`config.mk`:
```
export PLATFORM = sky130hd
export DESIGN_NAME = pid_stepper_position_drive
export DESIGN_NICKNAME = d
export VERILOG_FILES = /design/src/rtl/psd_pkg.sv /design/src/rtl/pid_stepper_position_drive.sv
export SDC_FILE = /design/constraint.sdc
export NUM_CORES = 2
export LEC_CHECK = 0
export BUFFER_PORTS_ARGS = -buffer_cell sky130_fd_sc_hd__buf_4
export CORE_ASPECT_RATIO = 1.4
export CORE_MARGIN = 4
export CORE_UTILIZATION = 55
export CTS_CLUSTER_SIZE = 30
export DETAILED_ROUTE_END_ITERATION = 7
export HOLD_SLACK_MARGIN = 0.02
export PLACE_DENSITY = 0.81
export SLEW_MARGIN = 20
export SYNTH_ARGS = -nofsm -noshare
export SYNTH_HDL_FRONTEND = slang
export SYNTH_SLANG_ARGS = --single-unit
```
`constraint.sdc`:
```
create_clock -name clk_i -period 9.23 [get_ports clk_i]
set_input_delay 0 -clock clk_i [delete_from_list [all_inputs] [get_ports clk_i]]
set_output_delay 0 -clock clk_i [all_outputs]
set_load 0.1 [all_outputs]
```
`src/rtl/psd_pkg.sv`:
```
// ----------------------------------------------------------------------------
// psd_pkg
// Types and constants of the gain-scheduled pid stepper position drive.
// ----------------------------------------------------------------------------
package psd_pkg;

  // drive constants
  localparam logic [15:0] MaxPulse  = 16'd2000;
  localparam logic [15:0] Accel     = 16'd10;
  localparam logic [9:0]  LowLimit  = 10'd0;
  localparam logic [9:0]  HighLimit = 10'd1023;
  localparam int unsigned AdcBits   = 10;

  localparam int unsigned SampleW = 10;
  localparam logic [SampleW-1:0] SampleMask =
    (AdcBits >= SampleW) ? {SampleW{1'b1}} : SampleW'((1 << AdcBits) - 1);

  localparam logic [9:0]  BigError     = 10'd30;
  localparam logic [2:0]  ArriveNeeded = 3'd5;
  localparam logic [2:0]  LastStep     = 3'd5;

  // speed saturates once |u| * 5000 / 512 reaches 1000
  localparam logic [12:0] SpeedScale = 13'd5000;
  localparam logic [9:0]  SpeedMax   = 10'd1000;
  localparam int          SpeedSatU  = 103;

  // divide by 1000 as multiply by ceil(2^36 / 1000), exact below 2^26
  localparam int unsigned RecipShift = 36;
  localparam logic [26:0] Recip1000  = 27'd68719477;

  localparam int unsigned MulW  = 28;
  localparam int unsigned ProdW = 2 * MulW;
  localparam int unsigned AccW  = 40;

  typedef enum logic [2:0] {
    CfgTarget   = 3'd0,
    CfgKp       = 3'd1,
    CfgKi       = 3'd2,
    CfgKd       = 3'd3,
    CfgIntLimit = 3'd4,
    CfgDeadband = 3'd5,
    CfgFastMin  = 3'd6,
    CfgSlowMin  = 3'd7
  } cfg_idx_e;

  typedef enum logic [3:0] {
    StIdle,
    StPrep,
    StMulP,
    StMulI,
    StMulD,
    StSum,
    StCheck,
    StSpeed,
    StScale,
    StAbs,
    StDiv,
    StTarget,
    StStep,
    StOne
  } state_e;

endpackage

```
`src/rtl/pid_stepper_position_drive.sv`:
```
// ----------------------------------------------------------------------------
// pid_stepper_position_drive
// Gain-scheduled pid position loop that turns position samples into
// ramped stepper pulse requests, built around one shared multiplier.
// ----------------------------------------------------------------------------
// Usage:
//   s_axis_* carries one position sample per request. For each sample the
//   block forms the error against target_value, updates the clamped integral
//   and runs the pid sum, speed and pulse target through one 28x28 multiplier
//   under a small sequencer.
//   A move gives six results on m_axis_*, one per step, tlast on the sixth;
//   a deadband or zero-control sample gives a single result with tlast.
//   s_axis_tready is high only while the sequencer is idle, so a new sample
//   waits until the multiplier chain is through with the last one and its
//   final result has entered the output register.
//   Results leave through an output register, so the next sample is accepted
//   while the last result still waits. A stalled receiver holds the sequencer
//   at the current step until the output register frees up.
//   Registers are written on cfg_* while the block is idle; cfg_ready_o is
//   high in idle and a pending write goes ahead of a sample. Reset (rst_ni
//   low) loads the register defaults, clears the loop state and sets the
//   pulse period to its maximum.
// ----------------------------------------------------------------------------
module pid_stepper_position_drive (
  input  logic        clk_i,
  input  logic        rst_ni,
  // input samples
  input  logic        s_axis_tvalid,
  output logic        s_axis_tready,
  input  logic [15:0] s_axis_tdata,   // [9:0] sample
  // step results
  output logic        m_axis_tvalid,
  input  logic        m_axis_tready,
  output logic [39:0] m_axis_tdata,   // [15:0] high_time, [31:16] low_time,
                                      // [32] move_dir, [33] motor_enable,
                                      // [34] target_reached
  output logic [0:0]  m_axis_tuser,   // [0] step_fired
  output logic        m_axis_tlast,
  // register writes
  input  logic        cfg_valid_i,
  output logic        cfg_ready_o,
  input  logic [2:0]  cfg_index_i,
  input  logic [19:0] cfg_data_i
);

  localparam int unsigned MulW  = psd_pkg::MulW;
  localparam int unsigned ProdW = psd_pkg::ProdW;
  localparam int unsigned AccW  = psd_pkg::AccW;

  psd_pkg::state_e state_q, state_d;

  // registers
  logic [9:0]  target_q;
  logic [15:0] kp_q, ki_q, kd_q;
  logic [19:0] ilim_q;
  logic [9:0]  deadband_q;
  logic [15:0] fast_q, slow_q;

  // loop state
  logic signed [21:0] int_q;
  logic signed [10:0] prev_q;
  logic [15:0]        pulse_q;
  logic               ramp_q;
  logic               enabled_q;
  logic [2:0]         arrive_q;
  logic               reached_q;

  // per-sample working registers
  logic [9:0]             sample_q;
  logic signed [10:0]     e_q;
  logic signed [11:0]     delta_q;
  logic                   big_q, db_q;
  logic [20:0]            pg_q;
  logic [16:0]            ig_q;
  logic [18:0]            dg_q;
  logic signed [AccW-1:0] acc_q;
  logic signed [ProdW-1:0] prod_q;
  logic                   dir_q, usat_q, neg_q;
  logic [9:0]             s_q;
  logic [25:0]            m_q;
  logic [15:0]            tgt_q;
  logic [2:0]             k_q;

  // output register
  logic        out_valid_q;
  logic        fired_q, odir_q, oen_q, oreach_q, olast_q;
  logic [15:0] high_q, low_q;

  logic in_fire, out_free, cfg_fire;
  // a pending register write goes first
  assign s_axis_tready = (state_q == psd_pkg::StIdle) && !cfg_valid_i;
  assign cfg_ready_o   = (state_q == psd_pkg::StIdle);
  assign in_fire  = s_axis_tvalid && s_axis_tready;
  assign cfg_fire = cfg_valid_i && cfg_ready_o;
  assign out_free = !out_valid_q || m_axis_tready;

  assign m_axis_tvalid = out_valid_q;
  assign m_axis_tdata  = {5'd0, oreach_q, oen_q, odir_q, low_q, high_q};
  assign m_axis_tuser  = fired_q;
  assign m_axis_tlast  = olast_q;

  // ---------------------------------------------------------------------------
  // combinational helpers
  // ---------------------------------------------------------------------------
  logic [9:0]         sample_in;
  logic signed [10:0] e_in;
  logic [9:0]         ae;
  logic signed [22:0] int_sum, lim_pos;
  logic signed [21:0] int_clamped;
  logic [6:0]         au7;
  logic               u_sat;
  logic [15:0]        minp;
  logic signed [17:0] pdiff;
  logic [15:0]        quo;
  logic signed [17:0] tgt_s;
  logic               blocked, is_last;
  logic [16:0]        up_p;
  logic signed [17:0] dn_p;
  logic [15:0]        pulse_nx;
  logic [2:0]         arrive_nx;
  logic               reached_nx;

  assign sample_in = s_axis_tdata[9:0] & psd_pkg::SampleMask;
  assign e_in = $signed({1'b0, target_q}) - $signed({1'b0, sample_in});
  assign ae   = e_q[10] ? 10'(-e_q) : e_q[9:0];

  assign int_sum = 23'(int_q) + 23'(e_q);
  assign lim_pos = $signed({3'd0, ilim_q});
  always_comb begin
    if (int_sum > lim_pos) begin
      int_clamped = lim_pos[21:0];
    end else if (int_sum < -lim_pos) begin
      int_clamped = 22'(-lim_pos);
    end else begin
      int_clamped = int_sum[21:0];
    end
  end

  // only the low bits of |u| matter below saturation
  assign au7   = acc_q[AccW-1] ? (~acc_q[6:0] + 7'd1) : acc_q[6:0];
  assign u_sat = (acc_q >= AccW'(psd_pkg::SpeedSatU)) ||
                 (acc_q <= -AccW'(psd_pkg::SpeedSatU));

  assign minp  = big_q ? fast_q : slow_q;
  assign pdiff = $signed({2'd0, minp}) - $signed({2'd0, psd_pkg::MaxPulse});

  assign quo   = prod_q[psd_pkg::RecipShift +: 16];
  assign tgt_s = $signed({2'd0, psd_pkg::MaxPulse}) +
                 (neg_q ? -$signed({2'd0, quo}) : $signed({2'd0, quo}));

  assign blocked = (dir_q && ({1'b0, sample_q} < {1'b0, psd_pkg::LowLimit})) ||
                   (!dir_q && ({1'b0, sample_q} > {1'b0, psd_pkg::HighLimit}));
  assign is_last = (k_q == psd_pkg::LastStep);

  // pulse ramp toward the target width, restarting at the maximum on a reversal
  assign up_p = {1'b0, pulse_q} + {1'b0, psd_pkg::Accel};
  assign dn_p = $signed({2'd0, pulse_q}) - $signed({2'd0, psd_pkg::Accel});
  always_comb begin
    if (dir_q != ramp_q) begin
      pulse_nx = psd_pkg::MaxPulse;
    end else if (pulse_q < tgt_q) begin
      pulse_nx = (up_p < {1'b0, tgt_q}) ? up_p[15:0] : tgt_q;
    end else if (pulse_q > tgt_q) begin
      pulse_nx = (dn_p > $signed({2'd0, tgt_q})) ? dn_p[15:0] : tgt_q;
    end else begin
      pulse_nx = pulse_q;
    end
  end

  assign arrive_nx  = (arrive_q < psd_pkg::ArriveNeeded) ? arrive_q + 3'd1 : arrive_q;
  assign reached_nx = reached_q || (arrive_nx >= psd_pkg::ArriveNeeded);

  // ---------------------------------------------------------------------------
  // shared multiplier
  // ---------------------------------------------------------------------------
  logic signed [MulW-1:0]  mul_a, mul_b;
  logic signed [ProdW-1:0] prod_d;

  always_comb begin
    mul_a = '0;
    mul_b = '0;
    case (state_q)
      psd_pkg::StMulP: begin
        mul_a = $signed(MulW'(pg_q));
        mul_b = MulW'(e_q);
      end
      psd_pkg::StMulI: begin
        mul_a = $signed(MulW'(ig_q));
        mul_b = MulW'(int_q);
      end
      psd_pkg::StMulD: begin
        mul_a = $signed(MulW'(dg_q));
        mul_b = MulW'(delta_q);
      end
      psd_pkg::StCheck: begin
        mul_a = $signed(MulW'(au7));
        mul_b = $signed(MulW'(psd_pkg::SpeedScale));
      end
      psd_pkg::StScale: begin
        mul_a = $signed(MulW'(s_q));
        mul_b = MulW'(pdiff);
      end
      psd_pkg::StDiv: begin
        mul_a = $signed(MulW'(m_q));
        mul_b = $signed(MulW'(psd_pkg::Recip1000));
      end
      default: begin
        mul_a = '0;
        mul_b = '0;
      end
    endcase
  end

  assign prod_d = mul_a * mul_b;

  always_ff @(posedge clk_i) begin
    prod_q <= prod_d;
  end

  // ---------------------------------------------------------------------------
  // sequencer
  // ---------------------------------------------------------------------------
  always_ff @(posedge clk_i or negedge rst_ni) begin
    if (!rst_ni) begin
      state_q <= psd_pkg::StIdle;
    end else begin
      state_q <= state_d;
    end
  end

  always_comb begin
    state_d = state_q;
    case (state_q)
      psd_pkg::StIdle:   if (in_fire) state_d = psd_pkg::StPrep;
      psd_pkg::StPrep:   state_d = psd_pkg::StMulP;
      psd_pkg::StMulP:   state_d = psd_pkg::StMulI;
      psd_pkg::StMulI:   state_d = psd_pkg::StMulD;
      psd_pkg::StMulD:   state_d = psd_pkg::StSum;
      psd_pkg::StSum:    state_d = psd_pkg::StCheck;
      psd_pkg::StCheck: begin
        if (db_q || acc_q == '0) begin
          state_d = psd_pkg::StOne;
        end else begin
          state_d = psd_pkg::StSpeed;
        end
      end
      psd_pkg::StSpeed:  state_d = psd_pkg::StScale;
      psd_pkg::StScale:  state_d = psd_pkg::StAbs;
      psd_pkg::StAbs:    state_d = psd_pkg::StDiv;
      psd_pkg::StDiv:    state_d = psd_pkg::StTarget;
      psd_pkg::StTarget: state_d = psd_pkg::StStep;
      psd_pkg::StStep:   if (out_free && is_last) state_d = psd_pkg::StIdle;
      psd_pkg::StOne:    if (out_free) state_d = psd_pkg::StIdle;
      default:           state_d = psd_pkg::StIdle;
    endcase
  end

  // ---------------------------------------------------------------------------
  // registers and loop state
  // ---------------------------------------------------------------------------
  always_ff @(posedge clk_i or negedge rst_ni) begin
    if (!rst_ni) begin
      target_q   <= '0;
      kp_q       <= '0;
      ki_q       <= '0;
      kd_q       <= '0;
      ilim_q     <= '1;
      deadband_q <= '0;
      fast_q     <= 16'd1;
      slow_q     <= 16'd1;
      int_q      <= '0;
      prev_q     <= '0;
      pulse_q    <= psd_pkg::MaxPulse;
      ramp_q     <= 1'b0;
      enabled_q  <= 1'b0;
      arrive_q   <= '0;
      reached_q  <= 1'b0;
    end else begin
      if (cfg_fire) begin
        case (psd_pkg::cfg_idx_e'(cfg_index_i))
          psd_pkg::CfgTarget: begin
            target_q  <= cfg_data_i[9:0];
            int_q     <= '0;
            arrive_q  <= '0;
            reached_q <= 1'b0;
          end
          psd_pkg::CfgKp:       kp_q       <= cfg_data_i[15:0];
          psd_pkg::CfgKi:       ki_q       <= cfg_data_i[15:0];
          psd_pkg::CfgKd:       kd_q       <= cfg_data_i[15:0];
          psd_pkg::CfgIntLimit: ilim_q     <= cfg_data_i;
          psd_pkg::CfgDeadband: deadband_q <= cfg_data_i[9:0];
          psd_pkg::CfgFastMin:  fast_q     <= cfg_data_i[15:0];
          psd_pkg::CfgSlowMin:  slow_q     <= cfg_data_i[15:0];
          default: ;
        endcase
      end
      case (state_q)
        psd_pkg::StPrep: begin
          int_q  <= int_clamped;
          prev_q <= e_q;
        end
        psd_pkg::StCheck: begin
          if (!db_q && acc_q != '0) begin
            arrive_q <= '0;
          end
        end
        psd_pkg::StStep: begin
          if (out_free && !blocked) begin
            pulse_q   <= pulse_nx;
            ramp_q    <= dir_q;
            enabled_q <= 1'b1;
          end
        end
        psd_pkg::StOne: begin
          if (out_free && db_q) begin
            enabled_q <= 1'b0;
            int_q     <= '0;
            arrive_q  <= arrive_nx;
            reached_q <= reached_nx;
          end
        end
        default: ;
      endcase
    end
  end

  // working registers of the current sample
  always_ff @(posedge clk_i) begin
    case (state_q)
      psd_pkg::StIdle: begin
        if (in_fire) begin
          sample_q <= sample_in;
          e_q      <= e_in;
        end
      end
      psd_pkg::StPrep: begin
        delta_q <= 12'(e_q) - 12'(prev_q);
        big_q   <= (ae > psd_pkg::BigError);
        db_q    <= (ae <= deadband_q);
        if (ae > psd_pkg::BigError) begin
          pg_q <= {1'b0, kp_q, 4'd0} + {3'd0, kp_q, 2'd0};
          ig_q <= {ki_q, 1'b0};
          dg_q <= {({2'd0, kd_q} + {1'b0, kd_q, 1'b0}), 1'b0};
        end else begin
          pg_q <= {4'd0, kp_q, 1'b0};
          ig_q <= '0;
          dg_q <= {1'b0, ({2'd0, kd_q} + {1'b0, kd_q, 1'b0})};
        end
      end
      psd_pkg::StMulI:  acc_q <= prod_q[AccW-1:0];
      psd_pkg::StMulD:  acc_q <= acc_q + prod_q[AccW-1:0];
      psd_pkg::StSum:   acc_q <= acc_q + prod_q[AccW-1:0];
      psd_pkg::StCheck: begin
        // sign of a nonzero control value
        dir_q  <= acc_q[AccW-1];
        usat_q <= u_sat;
        k_q    <= '0;
      end
      psd_pkg::StSpeed: s_q <= usat_q ? psd_pkg::SpeedMax : prod_q[18:9];
      psd_pkg::StAbs: begin
        neg_q <= prod_q[ProdW-1];
        m_q   <= prod_q[ProdW-1] ? 26'(-prod_q) : prod_q[25:0];
      end
      psd_pkg::StTarget: tgt_q <= tgt_s[15:0];
      psd_pkg::StStep:   if (out_free) k_q <= k_q + 3'd1;
      default: ;
    endcase
  end

  // ---------------------------------------------------------------------------
  // output register
  // ---------------------------------------------------------------------------
  logic out_load;
  assign out_load = out_free &&
                    (state_q == psd_pkg::StStep || state_q == psd_pkg::StOne);

  always_ff @(posedge clk_i or negedge rst_ni) begin
    if (!rst_ni) begin
      out_valid_q <= 1'b0;
    end else if (out_load) begin
      out_valid_q <= 1'b1;
    end else if (m_axis_tready) begin
      out_valid_q <= 1'b0;
    end
  end

  always_ff @(posedge clk_i) begin
    if (out_load) begin
      if (state_q == psd_pkg::StStep) begin
        olast_q  <= is_last;
        odir_q   <= dir_q;
        oreach_q <= reached_q;
        if (blocked) begin
          fired_q <= 1'b0;
          high_q  <= '0;
          low_q   <= '0;
          oen_q   <= enabled_q;
        end else begin
          fired_q <= 1'b1;
          high_q  <= pulse_nx;
          low_q   <= is_last ? 16'd0 : pulse_nx;
          oen_q   <= 1'b1;
        end
      end else begin
        // single result: deadband or zero control
        olast_q  <= 1'b1;
        odir_q   <= ramp_q;
        fired_q  <= 1'b0;
        high_q   <= '0;
        low_q    <= '0;
        oen_q    <= db_q ? 1'b0 : enabled_q;
        oreach_q <= db_q ? reached_nx : reached_q;
      end
    end
  end

endmodule

```
# Word-level counts from Yosys, hierarchy flattened
# Cells that the tools add are included.
# Widths: inputs -> output; s select.
dict set report classes {
  add_sub_neg 17
  n_mul 1
  order_cmp 12
  eq_ne 27
  n_mux 48
  bitwise 2
  n_reduce_logical 38
}
# op count
set ops {}
lappend ops {{$pmux 28 s6} 1}
lappend ops {{$pmux 26 s6} 1}
lappend ops {{$mux 16} 7}
lappend ops {{$mux 22} 5}
lappend ops {{$pmux 40 s2} 1}
lappend ops {{$pmux 4 s14} 1}
lappend ops {{$mul 27x28->55} 1}
lappend ops {{$pmux 22 s2} 1}
lappend ops {{$add 40x40->40} 1}
lappend ops {{$ge 40x8->1 const B} 1}
lappend ops {{$le 40x8->1 const B} 1}
lappend ops {{$logic_not 40->1} 1}
lappend ops {{$reduce_bool 40->1} 1}
lappend ops {{$mux 26} 1}
lappend ops {{$neg 26->26} 1}
lappend ops {{$eq 4x4->1 const B} 6}
lappend ops {{$add 22x11->23} 1}
lappend ops {{$gt 23x21->1} 1}
lappend ops {{$lt 23x23->1} 1}
lappend ops {{$neg 20->23} 1}
lappend ops {{$reduce_and 2->1} 11}
lappend ops {{$add 20x18->21} 1}
lappend ops {{$add 16x17->18} 1}
lappend ops {{$mux 18} 1}
lappend ops {{other kinds (45)} 96}
dict set report totals {
  reg_bits 452
  input_bits 44
  wordCells 189
}

# Longest topological paths before layout
dict set report depth {
  depth_word 6
  mapped_depth 40
  depth_no_buf 36
}

# Worst setup path before layout
# Ideal clock, no wire load.
dict set report synth_timing {
  path_kind {register -> register}
  from {register big_q}
  to {register prod_q[54] (netlist name)}
  arrival_time_ns 9.094
  slack_ns 0.005
  path_stages_with_launch 37
  synth_period_minus_slack_ns 9.225
  cell_sequence {edfxtp_1 -> clkbuf_1 -> buf_1 -> mux2i_1 -> ha_1 -> nor2_1 -> nand3_1 -> nor2_1 -> nor4_1 -> nor2_1 -> nand2_1 -> clkbuf_1 -> nand2_1 -> fa_1 -> inv_1 -> fa_1 -> inv_1 -> fa_1 -> fa_1 -> inv_1 -> fa_1 -> fa_1 -> inv_1 -> fa_1 -> inv_1 -> ha_1 -> a21o_1 -> a21o_1 -> a21o_1 -> a31o_2 -> a221oi_1 -> o41ai_2 -> a21oi_2 -> o311a_4 -> o31ai_4 -> nor4bb_1 -> a211oi_2}
}
dict set report synth_between {
  elab_chain_cells 4
}
# element line
set synth_rtl {}
lappend synth_rtl {{start: declaration} pid_stepper_position_drive.sv:72} ;# logic big_q, db_q;
lappend synth_rtl {{start signal: assignment} pid_stepper_position_drive.sv:338} ;# big_q <= (ae > psd_pkg::BigError);
lappend synth_rtl {{$mux 16} pid_stepper_position_drive.sv:144} ;# assign minp = big_q ? fast_q : slow_q;
lappend synth_rtl {{$sub 16x11->17} pid_stepper_position_drive.sv:145} ;# assign pdiff = $signed({2'd0, minp}) - $signed({2'd0, psd_pkg::MaxPulse});
lappend synth_rtl {{$pmux 28 s6} pid_stepper_position_drive.sv:182} ;# case (state_q)
lappend synth_rtl {{$mul 27x28->55} pid_stepper_position_drive.sv:214} ;# assign prod_d = mul_a * mul_b;
lappend synth_rtl {{named net prod_d[54]} pid_stepper_position_drive.sv:177} ;# logic signed [ProdW-1:0] prod_d;
# The timed path passes the listed nets, and every way through them passes these cells.
# A chain may end at the register's enable or synchronous reset.

# Final worst setup path
dict set report layout_timing {
  from {register state_q[1]}
  to {register prod_q[54] (netlist name)}
}
dict set report layout_between {
  elab_chain_cells 3
  word_cells_on_any_way 9
  classes_between {1 x mul; 6 x eq/ne; 2 x mux}
}
# element line
set layout_rtl {}
lappend layout_rtl {{start: declaration} pid_stepper_position_drive.sv:50} ;# psd_pkg::state_e state_q, state_d;
lappend layout_rtl {{start signal: assignment} pid_stepper_position_drive.sv:225} ;# state_q <= psd_pkg::StIdle;
lappend layout_rtl {{start signal: assignment} pid_stepper_position_drive.sv:227} ;# state_q <= state_d;
lappend layout_rtl {{$eq 4x4->1 (tied with other cells)} pid_stepper_position_drive.sv:182}
lappend layout_rtl {{$pmux 26 s6 or $pmux 28 s6 (tied branches)} pid_stepper_position_drive.sv:182}
lappend layout_rtl {{$mul 27x28->55 (*)} pid_stepper_position_drive.sv:214}
lappend layout_rtl {{named net prod_d[54]} pid_stepper_position_drive.sv:177}
# Mark *: on every way through the listed nets, which the timed path passes. The rest lies on a longest branch.

==> summary.txt <==
Global route
  – First-pass GRT wire length: 236 mm
  – Vias in the first global route: 43100
  – Initial antenna violation count: 1
  – Overall global routing resource usage: 0.307
  – Grt total ovfl: 0
  – Largest net degree at the start of global routing: 145

Placed design
  – DP Worst Slack: 0.0388 ns
  – Dpl hpwl: 122 mm
  – Port buffer count: 77
  – Final GP Congestion: 1.01

CTS
  – Clock transition at path regs: 0.08 ns
  – Clk_lat worst skew: 0.63 ns
  – CTS Buf Count: 47
  – Clk root buf: clkbuf_16
  – CTS tree: built
  – Clock Sinks: 448
  – Max Buffers Root-to-Sink: 3
  – Max H-tree Level: 2

STA
  – Slew Limit Fails: 0
  – Worst-Margin Slew: 1.08 ns
  – Skew final: 0.0255 ns
  – Fmax: 110 MHz
  – Tmin final: 9.09 ns
  – Slew HR: 0.279
  – Final Cycle Share: 0.985
  – Final setup viols: 0
  – Setup TNS: 0 ns
  – Final hold vios: 0
  – Post-route setup slack: 0.138 ns

Synthesis
  – Sequential share of the synthesized area: 0.231
  – Yosys cell types: 92
  – Post-synthesis instance area: 0.0522 mm²
  – Avg Inst Size Synth: 9.57 µm²
  – Ys flop type: edfxtp_1
  – Top cell type by total area after synthesis: fa_1
  – YS warnings: 0
  – Top cells by area, synth: fa_1 28%, edfxtp_1 12%, ha_1 9.0%
  – Synth Instances: 5454
  – Async S/R FF share, synth: 0.402
  – Post-synth EDFFs: 215
  – Synthesis-stage register bit count: 448
  – Synth top area share: 0.283

Critical path
  – Reg-to-reg critical path endpoint: prod_q[54]
  – Arrival time at the worst endpoint: 9.60 ns
  – Worst Path Required: 9.73 ns
  – Reg2Reg Launch Point: state_q[1]
  – Most frequent CP cell: fa_1
  – CP Max Fanout: 13
  – Crit path kind: reg -> reg
  – Worst R2R Path Depth: 28
  – Reg2reg setup slack: 0.14 ns
  – Crit. Startpoint: state_q[1]
  – CP endpoint: prod_q[54]
  – CP Capture Type: register
  – Max stage delay on crit path: 0.65 ns
  – CP Launch Type: register
  – CP max stage cell: fa_1

Drt
  – Routed wl met3: 9.43 mm
  – Vias/cell: 5.84
  – Antenna viol nets, final: 0
  – WL final: 151 mm
  – Drt pass-1 iters: 8
  – Metal-1 WL: 49.7 mm
  – Via count: 40500
  – DRC violations left: 0
  – WL/cell: 21.9 µm
  – DRT iter0 DRCs: 2872
  – DR top layer: met5
  – Met2 WL post-DR: 76.3 mm

Cells and area
  – Seq. cell area: 0.0121 mm²
  – Syn-to-layout area delta: 10.1%
  – Filler cell count: 7491
  – Share of cells above drive strength 1: 0.104
  – Most common cell after layout, fill and taps aside: inv_1
  – Footprint of the multi-input gates: 0.0359 mm²
  – Commonest cells after routing, fill and taps aside: 1019 x inv_1, 735 x fa_1, 661 x nand2_1
  – Layout net count: 6826

Status
  – Outcome: finished clean

Worst hold path
  – Hold WC Path Type: in -> async

Die
  – Initial Util: 0.555
  – Chip width: 268 µm
  – Core Region: 0.0940 mm²
  – Top Ports: 89
  – Die Ht: 372 µm
  – Die ar.: 0.0999 mm²
  – # rows: 133

Flow run
  – Max_cap viols: 0
==> sequential cells by signal, indices dropped and copies added, names as in the netlist, 19 cells and up <==
signal and count:
prod_q 53, dg_q 19, ilim_q 20, m_q 26
acc_q 40, int_q 22, pg_q 20
==> layout make-up <==
type,count,area share
Tap cell,1215,0.0265
Clock buffer,62,0.0220
Antenna cell,2,0.0000871
Clock inverter,26,0.00453
Timing Repair Buffer,310,0.0448
Sequential cell,448,0.210
Inverter,1022,0.0668
Multi-Input combinational cell,3839,0.625
==> worst min-delay path by stage <==
stage | startpoint | to | slack [ns] | cells after the start
4_1_cts | rst_ni | pulse_q[4] | 0.05 | 2
5_1_grt | rst_ni | pulse_q[4] | 0.08 | 2
3_5_place_dp | rst_ni | pulse_q[13] | -0.05 | 1
6_report | rst_ni | pulse_q[9] | 0.08 | 2
3_3_place_gp | rst_ni | pulse_q[11] | -0.05 | 1
2_1_floorplan | rst_ni | arrive_q[0] | -0.30 | 0
==> synth_stat cells (10+ instances only) <==
library cell / n
a211oi_1: 25
a21boi_0: 10
a21o_1: 95
a21oi_1: 179
a22oi_1: 34
a31oi_1: 19
and2_1: 82
and3_1: 53
buf_1: 11
clkbuf_1: 189
dfrtp_1: 152
dfstp_2: 28
dfxtp_1: 53
edfxtp_1: 215
fa_1: 737
ha_1: 377
inv_1: 1019
mux2_2: 137
mux2i_1: 32
nand2_1: 668
nand2b_1: 39
nand3_1: 72
nand4_1: 44
nor2_1: 257
nor2b_1: 63
nor3_1: 43
nor4_1: 22
o211ai_1: 19
o21a_1: 29
o21ai_0: 194
o21ai_1: 27
o21bai_1: 24
o311ai_0: 14
o31ai_1: 28
or2_2: 14
or3_1: 14
or4_1: 11
xnor2_1: 169
xor2_1: 87
==> layer usage <==
layer / global-route usage / vias to the layer above
met3: 0.0451 / 706
met4: 0.252 / 2
met5: 0 / -
met1: 0.321 / 20000
met2: 0.546 / 1736
li1: - / 18000
==> timing repair <==
action / CTS / global route
gates resized for setup: 0 / 50
hold buffers: 51 / 0
setup buffers: 0 / 5
setup endpoints to repair: 0 / 13
endpoints found under the hold margin: 298 / 0
==> stage by stage <==
step,hold WS (ns),instances,utilization,cell area (µm²)
after detailed placement,-0.0464,6778,0.587,55200
final,0.0768,6924,0.611,57400
after global placement,-0.0490,6778,0.587,55200
after global routing,0.0834,6922,0.611,57400
after floorplan,-0.296,5526,-,52500
after CTS,0.0498,6917,0.609,57200
==> cell families after synthesis <==
kind of cell	Yosys count	synth area share
muxes	170	0.0359
other	2	0.000144
xor gates and xnor gates	256	0.0430
adders and majority gates	1114	0.373
DFF	448	0.231
buffers and inverters	1239	0.0903
AOI/OAI and AO/OA	812	0.102
and+or+nand+nor	1413	0.124
==> critical path: cells and delay by family (launching register included) <==
family | cells | cell delay [ns]
adders and majority gates | 8 | 4.06
AOI/OAI and AO/OA | 9 | 2.28
and+or+nand+nor | 5 | 1.46
buffers and inverters | 6 | 0.64
DFF | 1 | 0.50
Power is not shown: default switching activity piles up to over one toggle a cycle in this logic, so the estimate is an artifact.
